**config.mk**
```make
export PLATFORM = sky130hd
export DESIGN_NAME = small_fast_prng_range_draw_core
export DESIGN_NICKNAME = d
export VERILOG_FILES = /design/src/sv/sfpr_pkg.sv /design/src/sv/sfpr_gen.sv /design/src/sv/sfpr_div.sv /design/src/sv/small_fast_prng_range_draw_core.sv
export SDC_FILE = /design/constraint.sdc
export NUM_CORES = 2
export LEC_CHECK = 0
export BUFFER_PORTS_ARGS = -buffer_cell sky130_fd_sc_hd__buf_2
export CAP_MARGIN = 20
export CORE_AREA = 3 3 303 305
export DETAILED_ROUTE_END_ITERATION = 8
export DIE_AREA = 0 0 306 308
export SLEW_MARGIN = 20
export SYNTH_ARGS = -nofsm -noshare
export SYNTH_HDL_FRONTEND = slang
export SYNTH_SLANG_ARGS = --single-unit
```
**constraint.sdc**
```tcl
create_clock -name clock -period 12.4 [get_ports clock]
set_input_delay 3.72 -clock clock [delete_from_list [all_inputs] [get_ports clock]]
set_output_delay 3.72 -clock clock [all_outputs]
set_load 0.01 [all_outputs]
```
**src/sv/sfpr_pkg.sv**
```systemverilog
// shared constants and types for the small fast prng range draw block
`timescale 1ns / 1ps

package sfpr_pkg;

   localparam int WORD_W    = 64;
   localparam int RANGE_W   = 32;
   localparam int HALF_W    = 32;
   localparam int ROT_B     = 27;
   localparam int ROT_C     = 17;
   localparam int WARM_W    = 5;
   localparam int CNT_W     = $clog2(WORD_W);

   localparam logic [WORD_W-1:0] SEED_CONST    = 64'h0000_0000_f1ea_5eed;
   localparam logic [WARM_W-1:0] WARMUP_ROUNDS = 5'd20;

   // handshake between the top level and the serial remainder unit
   typedef struct packed {
      logic start;
      logic take;
   } sfpr_div_ctl_type;

   typedef struct packed {
      logic busy;
      logic done;
   } sfpr_div_stat_type;

endpackage

```
**src/sv/sfpr_gen.sv**
```systemverilog
// generator state words, seed load and warm-up rounds
`timescale 1ns / 1ps

module sfpr_gen (
   input  logic                        clock,
   input  logic                        reset,
   input  logic                        seed_load,
   input  logic [sfpr_pkg::WORD_W-1:0] seed,
   input  logic                        step,
   output logic [sfpr_pkg::WORD_W-1:0] word_d,
   output logic                        warm
);
   import sfpr_pkg::*;

   logic [WORD_W-1:0] a_ff, b_ff, c_ff, d_ff;
   logic [WORD_W-1:0] a_in, b_in, c_in, d_in;
   logic [WARM_W-1:0] warm_left_ff, warm_left_in;
   logic [WORD_W-1:0] rot_b, rot_c, e_val, na, nb, nc, nd;
   logic              pending;

   // rotate as the 32-bit form acts on a 64-bit word: upper bits fall off
   assign rot_b = (b_ff << ROT_B) | (b_ff >> (HALF_W - ROT_B));
   assign rot_c = (c_ff << ROT_C) | (c_ff >> (HALF_W - ROT_C));

   assign e_val = a_ff - rot_b;
   assign na    = b_ff ^ rot_c;
   assign nb    = c_ff + d_ff;
   assign nc    = d_ff + e_val;
   assign nd    = e_val + na;

   assign pending = (warm_left_ff != '0);

   always_comb begin
      a_in         = a_ff;
      b_in         = b_ff;
      c_in         = c_ff;
      d_in         = d_ff;
      warm_left_in = warm_left_ff;
      if (seed_load) begin
         a_in         = SEED_CONST;
         b_in         = seed;
         c_in         = seed;
         d_in         = seed;
         warm_left_in = WARMUP_ROUNDS;
      end else if (pending || step) begin
         a_in = na;
         b_in = nb;
         c_in = nc;
         d_in = nd;
         if (pending) begin
            warm_left_in = warm_left_ff - 1'b1;
         end
      end
   end

   always_ff @(posedge clock) begin
      if (reset) begin
         a_ff         <= SEED_CONST;
         b_ff         <= '0;
         c_ff         <= '0;
         d_ff         <= '0;
         warm_left_ff <= WARMUP_ROUNDS;
      end else begin
         a_ff         <= a_in;
         b_ff         <= b_in;
         c_ff         <= c_in;
         d_ff         <= d_in;
         warm_left_ff <= warm_left_in;
      end
   end

   assign word_d = d_ff;
   assign warm   = pending;

endmodule

```
**src/sv/sfpr_div.sv**
```systemverilog
// bit-serial restoring remainder of a 64-bit word by a 32-bit span
`timescale 1ns / 1ps

module sfpr_div (
   input  logic                          clock,
   input  logic                          reset,
   input  sfpr_pkg::sfpr_div_ctl_type    ctl,
   input  logic [sfpr_pkg::WORD_W-1:0]   dividend,
   input  logic [sfpr_pkg::RANGE_W-1:0]  divisor,
   output sfpr_pkg::sfpr_div_stat_type   stat,
   output logic [sfpr_pkg::RANGE_W-1:0]  remainder
);
   import sfpr_pkg::*;

   typedef enum logic [1:0] {
      S_IDLE,
      S_RUN,
      S_HOLD
   } state_type;

   state_type            state_ff, state_in;
   logic [WORD_W-1:0]    num_ff, num_in;
   logic [RANGE_W-1:0]   den_ff, den_in;
   logic [RANGE_W-1:0]   rem_ff, rem_in;
   logic [CNT_W-1:0]     cnt_ff, cnt_in;
   logic [RANGE_W:0]     rem_sh;
   logic [RANGE_W:0]     rem_sub;

   // one dividend bit enters the partial remainder each cycle in S_RUN, msb first
   assign rem_sh  = {rem_ff, num_ff[WORD_W-1]};
   assign rem_sub = rem_sh - {1'b0, den_ff};

   always_comb begin
      state_in = state_ff;
      num_in   = num_ff;
      den_in   = den_ff;
      rem_in   = rem_ff;
      cnt_in   = cnt_ff;
      case (state_ff)
         S_IDLE: begin
            if (ctl.start) begin
               num_in   = dividend;
               den_in   = divisor;
               rem_in   = '0;
               cnt_in   = '0;
               state_in = S_RUN;
            end
         end
         S_RUN: begin
            num_in = {num_ff[WORD_W-2:0], 1'b0};
            if (rem_sh >= {1'b0, den_ff}) begin
               rem_in = rem_sub[RANGE_W-1:0];
            end else begin
               rem_in = rem_sh[RANGE_W-1:0];
            end
            cnt_in = cnt_ff + 1'b1;
            if (cnt_ff == CNT_W'(WORD_W - 1)) begin
               state_in = S_HOLD;
            end
         end
         S_HOLD: begin
            if (ctl.take) begin
               state_in = S_IDLE;
            end
         end
         default: begin
            state_in = S_IDLE;
         end
      endcase
   end

   always_ff @(posedge clock) begin
      if (reset) begin
         state_ff <= S_IDLE;
         cnt_ff   <= '0;
      end else begin
         state_ff <= state_in;
         cnt_ff   <= cnt_in;
      end
      num_ff <= num_in;
      den_ff <= den_in;
      rem_ff <= rem_in;
   end

   assign stat.busy = (state_ff != S_IDLE);
   assign stat.done = (state_ff == S_HOLD);
   assign remainder = rem_ff;

endmodule

```
**src/sv/small_fast_prng_range_draw_core.sv**
```systemverilog
// top level of the small fast prng range draw block
`timescale 1ns / 1ps

// usage:
//  - req channel (req_valid / req_stall) carries range_low and range_high of a
//    closed range; one transaction draws one generator round
//  - rsp channel (rsp_valid / rsp_stall) returns the raw 64-bit word, its low
//    bit as a coin and a value in [low, high] (low when low is not below high)
//  - csr channel (csr_valid / csr_ready) writes the seed; ready is always high
//    and a write reloads the state and restarts the warm-up
//  - after reset or a seed write, 20 warm-up rounds run one per cycle; req_stall
//    stays high until they are done
//  - a taken request passes through S_START and S_WAIT while the bit-serial
//    remainder unit works through the dividend one bit at a time, so one
//    request is in flight at a time and the next is taken back in S_IDLE
//  - the response sits in an output register; the next request is accepted
//    while it waits, and a stalled receiver holds it and the next result
//  - reset is synchronous and active high
module small_fast_prng_range_draw_core (
   input  logic                          clock,
   input  logic                          reset,
   input  logic                          req_valid,
   output logic                          req_stall,
   input  logic [sfpr_pkg::RANGE_W-1:0]  req_range_low,
   input  logic [sfpr_pkg::RANGE_W-1:0]  req_range_high,
   output logic                          rsp_valid,
   input  logic                          rsp_stall,
   output logic [sfpr_pkg::WORD_W-1:0]   rsp_raw_word,
   output logic [sfpr_pkg::RANGE_W-1:0]  rsp_range_value,
   output logic                          rsp_coin_bit,
   input  logic                          csr_valid,
   output logic                          csr_ready,
   input  logic [sfpr_pkg::WORD_W-1:0]   csr_seed_value
);
   import sfpr_pkg::*;

   typedef enum logic [1:0] {
      S_IDLE,
      S_START,
      S_WAIT
   } state_type;

   state_type            state_ff, state_in;
   logic [RANGE_W-1:0]   lo_ff, lo_in;
   logic [RANGE_W-1:0]   span_ff, span_in;
   logic                 lt_ff, lt_in;
   logic                 rsp_valid_ff, rsp_valid_in;
   logic [WORD_W-1:0]    raw_ff, raw_in;
   logic [RANGE_W-1:0]   val_ff, val_in;

   logic                 gen_warm;
   logic [WORD_W-1:0]    gen_word_d;
   logic                 req_acc;
   logic                 seed_wr;
   sfpr_div_ctl_type     div_ctl;
   sfpr_div_stat_type    div_stat;
   logic [RANGE_W-1:0]   div_rem;
   logic [RANGE_W-1:0]   draw_val;

   assign csr_ready = 1'b1;
   assign seed_wr   = csr_valid && csr_ready;
   assign req_stall = (state_ff != S_IDLE) || gen_warm;
   assign req_acc   = req_valid && !req_stall;

   assign div_ctl.start = (state_ff == S_START);
   assign div_ctl.take  = (state_ff == S_WAIT) && div_stat.done &&
                          (!rsp_valid_ff || !rsp_stall);

   sfpr_gen u_gen (
      .clock     (clock),
      .reset     (reset),
      .seed_load (seed_wr),
      .seed      (csr_seed_value),
      .step      (req_acc),
      .word_d    (gen_word_d),
      .warm      (gen_warm)
   );

   sfpr_div u_div (
      .clock     (clock),
      .reset     (reset),
      .ctl       (div_ctl),
      .dividend  (gen_word_d),
      .divisor   (span_ff),
      .stat      (div_stat),
      .remainder (div_rem)
   );

   // span of zero means the full 32-bit range: raw low half is the answer
   always_comb begin
      if (!lt_ff) begin
         draw_val = lo_ff;
      end else if (span_ff == '0) begin
         draw_val = gen_word_d[RANGE_W-1:0];
      end else begin
         draw_val = lo_ff + div_rem;
      end
   end

   always_comb begin
      state_in     = state_ff;
      lo_in        = lo_ff;
      span_in      = span_ff;
      lt_in        = lt_ff;
      raw_in       = raw_ff;
      val_in       = val_ff;
      rsp_valid_in = rsp_valid_ff && rsp_stall;
      case (state_ff)
         S_IDLE: begin
            if (req_acc) begin
               lo_in    = req_range_low;
               span_in  = req_range_high - req_range_low + 1'b1;
               lt_in    = (req_range_low < req_range_high);
               state_in = S_START;
            end
         end
         S_START: begin
            state_in = S_WAIT;
         end
         S_WAIT: begin
            if (div_ctl.take) begin
               raw_in       = gen_word_d;
               val_in       = draw_val;
               rsp_valid_in = 1'b1;
               state_in     = S_IDLE;
            end
         end
         default: begin
            state_in = S_IDLE;
         end
      endcase
   end

   always_ff @(posedge clock) begin
      if (reset) begin
         state_ff     <= S_IDLE;
         rsp_valid_ff <= 1'b0;
      end else begin
         state_ff     <= state_in;
         rsp_valid_ff <= rsp_valid_in;
      end
      lo_ff   <= lo_in;
      span_ff <= span_in;
      lt_ff   <= lt_in;
      raw_ff  <= raw_in;
      val_ff  <= val_in;
   end

   assign rsp_valid       = rsp_valid_ff;
   assign rsp_raw_word    = raw_ff;
   assign rsp_range_value = val_ff;
   assign rsp_coin_bit    = raw_ff[0];

   // after a transaction is taken, the remainder unit is running once the top level has left S_START
   a_div_started : assert property (@(posedge clock) disable iff (reset)
      req_acc |-> ##2 div_stat.busy)
      else $error("remainder unit did not start after request");

   // no request slips in while warm-up rounds are still pending
   a_no_req_in_warmup : assert property (@(posedge clock) disable iff (reset)
      gen_warm |-> !req_acc)
      else $error("request accepted during warm-up");

   // a finished result never overwrites one the receiver still holds
   a_no_overwrite : assert property (@(posedge clock) disable iff (reset)
      (rsp_valid && rsp_stall) |=> ($stable(rsp_raw_word) && $stable(rsp_range_value)))
      else $error("pending response overwritten");

   // a draw with low below high and a nonzero span does not land below range low
   a_in_range : assert property (@(posedge clock) disable iff (reset)
      div_ctl.take && lt_ff && (span_ff != '0) |-> (draw_val >= lo_ff))
      else $error("range value below range low");

endmodule
```
[Word level (Yosys, flattened, before mapping)]
Index checks and enable logic that the tools add are counted.
Storage, ports and cells
  bits in registers: 561
  output and inout port bits: 100
Cells by class
  eq/ne operators: 10
  reduce and logical (&&, ||, !) cells: 25
  mux-type cells: 23
  add/sub/neg operators: 10
  bitwise gates (word level): 3
  order comparisons: 2
Operators with widths (number)
  64-bit two-way mux: 7
  64-bit adder: 3
  32-bit two-way mux: 4
  64-bit one-hot mux with 2 select lines: 1
  64-bit by 49-bit OR with 64-bit output: 1
  64-bit by 59-bit OR with 64-bit output: 1
  32-bit one-hot mux with 2 select lines: 1
  32-bit subtractor: 2
  64-bit subtractor: 1
  64-bit bitwise XOR: 1
  33-bit by 32-bit >= comparator with 1-bit output: 1
  32-bit by 1-bit adder with 32-bit output (second input constant): 1
  32-bit adder: 1
  32-bit logical NOT: 1
  32-bit < comparator: 1
  2-bit one-hot mux with 3 select lines: 2
  6-bit one-hot mux with 2 select lines: 1
  2-bit AND reduction: 6
  2-bit two-way mux: 4
  6-bit by 1-bit adder with 6-bit output (second input constant): 1
  6-bit equality test (second input constant): 1
  6-bit two-way mux: 1
  2-bit != test (second input constant): 3
  2-bit nonzero test: 3
  12 further kinds: 24

[Logic depth before layout (Yosys ltp)]
  depth in word-level cells: 7
  depth in mapped cells: 27

[By module]
From an unflattened synthesis, not the netlist that was laid out.
Unflattened totals
  cells, all modules: 5185
  area total of the unflattened synthesis: 42859.9 µm²
Modules (own cells, without submodules)
  sfpr_gen: area an instance 25428.1 µm², cells an instance 3504, times used 1, seq. area each 5225.0 µm²
  small_fast_prng_range_draw_core: area an instance 10082.2 µm², cells an instance 932, times used 1, seq. area each 4894.7 µm²
  sfpr_div: area an instance 7349.5 µm², cells an instance 749, times used 1, seq. area each 4003.8 µm²

[Least setup slack after synthesis]
OpenSTA, ideal clock, no wires.
  path type: input-to-reg
  start: input port req_range_high[1] (netlist bit)
  end: register span_ff[31] (data pin)
  buffers on the path: 0
  slack: 5526 ps
  arrival time: 6612 ps
  stages: 17
  cell sequence: inv_1 -> ha_1 -> inv_1 -> ha_1 -> inv_1 -> fa_1 -> nor2b_1 -> o21ai_0 -> a21boi_0 -> o311ai_0 -> o211ai_1 -> a31o_2 -> a31o_2 -> a211oi_1 -> o21bai_1 -> o31ai_1 -> xnor2_1
On the way
  word-level cells in the longest chain between the ends: 2
RTL lines
  from (decl): line small_fast_prng_range_draw_core.sv:25  | input logic [sfpr_pkg::RANGE_W-1:0] req_range_high,
  32-bit subtractor: line small_fast_prng_range_draw_core.sv:112  | span_in = req_range_high - req_range_low + 1'b1;
  32-bit by 1-bit adder with 32-bit output: line small_fast_prng_range_draw_core.sv:112
  to (signal assigned): line small_fast_prng_range_draw_core.sv:143  | span_ff <= span_in;
  to (decl): line small_fast_prng_range_draw_core.sv:45  | logic [RANGE_W-1:0] span_ff, span_in;
Every way passes these cells.
A chain may end at the register's enable or synchronous reset.

[Worst setup path after layout]
Ends and elaborated chain as after synthesis.

==> out/qor_table.md <==
| Parameter | Reported |
| --- | --- |
| Result of the run | complete, no violations |
| Synthesized net count | 5720 |
| Clock latency on the worst-skew pair | 0.63 ns |
| CTS tree | built |
| Headroom to the max-slew limit | 25.95% |
| First element of the critical path | req_range_high[1] |
| Slew at the pin with the worst max-slew slack | 1.107 ns |
| Async set-or-reset flop fraction in the synthesized netlist | 0% |
| Critical register-to-register path endpoint | u_gen.word_d[63]$_SDFFE_PP0P_ |
| Buffer depth of the longest clock path | 3 |
| Area of combinational cells with multiple inputs | 0.02672 mm2 |
| Post-detail-place hpwl | 127.9 mm |
| Pre-CTS worst setup slack | 4.773 ns |
| Critical Path, Cell by Cell | buf_2 > inv_1 > ha_1 > inv_1 > ha_1 > inv_1 > fa_1 > nor2b_1 > o21ai_0 > a21boi_0 > o311ai_0 > o211ai_1 > a31o_2 > a31o_2 > a211oi_1 > o21bai_1 > o31ai_1 > xnor2_1 |
| Total Negative Setup Slacks | 0 ns |
| Cell count after synthesis | 5163 |
| Vert. Die Dim | 308 um |
| Endpoint required time on the critical path | 12.77 ns |
| Count of antenna-violating nets left after detailed routing | 0 |
| Hold/Removal Path Class | reg2reg |
| Drt via density | 6.101 |
| Met3 Wirelength | 14.17 mm |
| Number of flops mapped to enable cells by yosys | 289 |
| Leading cell type in the layout, fill and taps excluded | a21oi_1 |
| Clock slew seen by the registers of the worst setup and hold paths | 0.06 ns |
| Worst path bufs/invs | 4 |
| Number of gates given a new drive strength after cts | 0 |
| Startpoint type of the worst setup path | primary input |
| Main synth FF type | edfxtp_1 |
| Maximum fanout along the worst path | 5 |
| Number of global-route vias before repair | 36591 |
| Highest-count cells in the layout ignoring fill and taps | 653 x a21oi_1, 573 x nand2_1, 416 x ha_1, 415 x nor2_1, 304 x o21ai_0 |
| Number of nets in the finished design | 5797 |
| Clock period minus final worst setup slack | 6.989 ns |
| Weighted congestion reported at the end of routability-driven placement | 0.9925 |
| Warnings, synthesis | 0 |
| Most common cell on crit path | inv_1 |
| Clock Skew | 0.03333 ns |
| Clock sink total | 561 |
| Detailed-router iteration count before antenna repair | 5 |
| Setup violation total in the final timing report | 0 |
| Detail Route met2 WL | 69.95 mm |
| Synth Register Bits | 561 |
| Length in cells of the worst reg-to-reg path | 24 |
| Reg2Reg Setup Slack | 5.46 ns |
| Cell type with the highest aggregate area in the netlist | edfxtp_1 |
| Maximum number of pins on one net before global-route repair | 98 |
| Number of antenna violations at the first check in global routing | 7 |
| Number of buffers added for setup after CTS | 0 |
| Post-synthesis to final-layout area growth | 9.681% |
| Wire length of the first global-routing pass | 234.4 mm |
| Post-route cell area | 0.04691 mm2 |
| Logic depth of the worst setup path including buffers | 18 |
| Final critical-path setup slack | 5.411 ns |
| Highest metal layer used by the detailed router | met5 |
| Total standard cell area after synthesis | 0.04276 mm2 |
| Routed wire per std cell | 24.80 um |
| Number of buffers added to fix hold violations after cts | 0 |
| Worst Setup Path Type | in2reg |
| Crit-path slowest cell | o311ai_0 |
| Met1 WL | 70.16 mm |
| Endpoint of the most critical setup path | span_ff[31]$_DFFE_PP_ |
| Dominant cells by area after synthesis | edfxtp_1 20%, dfxtp_1 13%, ha_1 12% |
| Max frequency | 143.1 MHz |
| Boundary pin count | 233 |
| Delay of the slowest cell on the worst path | 0.65 ns |
| Start of the worst register-to-register path | u_gen.b_ff[5]$_SDFFE_PP0P_ |
| Total vias in the final route | 39462 |
| Area share of the largest cell type after synthesis | 20.29% |
| Setup repair after global routing missed its margin | false |
| Avg Synthesized Cell Area | 8.283 um2 |
| WP data arrival | 7.36 ns |
| Die outline width | 306 um |
| Global-route usage over all layers | 32.97% |
| Max-cap violations | 0 |
| Storage cell area | 0.01412 mm2 |
| Routed wire length | 160.4 mm |
| Inserted Clock Buffers | 67 |
| Site row count | 110 |
| DR iter-0 viols | 4301 |
| Total gr overflow | 0 |
| Clock tree root buffer cell | clkbuf_16 |
| Share of synthesized area occupied by flip-flops and latches | 33.03% |
| Count of input and output buffers | 231 |
| Fraction of final layout cells with drive strength greater than 1 | 7.862% |
| Crit end category | register |
| Pins Over Slew Limit | 0 |
| Core Region | 0.08960 mm2 |
| Number of H-tree branching levels | 3 |
| Placement Cell Area | 0.04470 mm2 |
| Number of inserted filler cells in the final layout | 8626 |
| Delay-heaviest family, CP | compound AO/OA/AOI/OAI gates |
| Cell variety after synth | 86 |
| Die area | 0.09425 mm2 |
| Drc violations | 0 |
| Final period util | 56.36% |
| Effective utilization at floorplan | 47.73% |
| Count of final hold-check violations | 0 |
-- per-layer routing --
metal | track usage (%) | vias to the layer above
li1 | - | 18795
met1 | 46.57 | 18728
met2 | 51.46 | 1677
met3 | 4.772 | 258
met4 | 11.78 | 4
met5 | 0 | -
-- how the worst min path moves through the flow --
stage	from	to	slack [ns]	depth (start not counted)
global placement	span_ff[12]$_DFFE_PP_	u_div.den_ff[12]$_DFFE_PP_	0.43	0
finish	u_gen.warm_left_ff[4]$_SDFFE_PP1P_	u_gen.warm_left_ff[4]$_SDFFE_PP1P_	0.44	2
floorplan	u_gen.warm_left_ff[4]$_SDFFE_PP1P_	u_gen.warm_left_ff[4]$_SDFFE_PP1P_	0.42	2
global route	span_ff[3]$_DFFE_PP_	u_div.den_ff[3]$_DFFE_PP_	0.46	0
detailed placement	u_gen.warm_left_ff[4]$_SDFFE_PP1P_	u_gen.warm_left_ff[4]$_SDFFE_PP1P_	0.43	2
CTS	u_gen.warm_left_ff[4]$_SDFFE_PP1P_	u_gen.warm_left_ff[4]$_SDFFE_PP1P_	0.44	2
-- cell usage after synthesis, types with 29 or more instances --
cell type  instances
a21oi_1          653
nand2_1          574
nor2_1           418
ha_1             416
o21ai_0          304
edfxtp_1         289
dfxtp_1          272
inv_1            267
a21o_1           244
xnor2_1          230
clkbuf_1         225
xor2_1           147
nand3_1          100
o21a_1            96
nand4_1           86
o21bai_1          77
a31oi_1           67
a211oi_1          56
nor2b_1           56
and3_1            50
nor3_1            47
nand2b_1          39
and2_1            37
o22ai_1           29
-- cells by family after synthesis --
kind of cell / count (synthesis) / synth area share, %
AO/OA/AOI/OAI: 1763 / 25.72
XOR/XNOR: 377 / 7.721
adder cells (fa/ha/maj): 424 / 12.55
buffers and inverters: 519 / 4.593
flip-flops: 561 / 33.03
multiplexers: 18 / 0.4330
other: 1 / 0.008769
AND/OR/NAND/NOR: 1500 / 15.95
-- cell type report --
type	instances	share of cell area, %
diodes	1	0.005335
clock buffers	90	3.932
clock inverters	30	0.7602
inverters	268	2.155
multi-input cells	4083	56.97
flip-flops and latches	561	30.11
well taps	1176	3.137
repair buffers	259	2.932
-- through the flow --
stage	util, %	hold WS [ns]	instances
3_3_place_gp	49.89	0.4292	6347
6_report	52.35	0.4444	6468
4_1_cts	52.35	0.4427	6467
3_5_place_dp	49.89	0.4333	6347
2_1_floorplan	-	0.4229	5163
5_1_grt	52.35	0.4557	6468
-- tightest hold or removal path: cells and delay by family, from the launching register on --
kind	cells	cell delay (ns)
DFF	1	0.31
and+or+nand+nor	2	0.09
-- sequential cells by signal (all words and copies together), names as in the netlist, 5 cells and up --
register and count:
lo_ff 32, span_ff 32, rsp_range_value 32, u_div.den_ff 32, u_div.cnt_ff 6, rsp_raw_word 64, u_gen.c_ff 64, u_gen.word_d 64
u_div.num_ff 64, u_gen.warm_left_ff 5, u_gen.a_ff 64, u_div.remainder 32, u_gen.b_ff 64
Power is not shown: default switching activity piles up to over one toggle a cycle in this logic, so the estimate is an artifact.
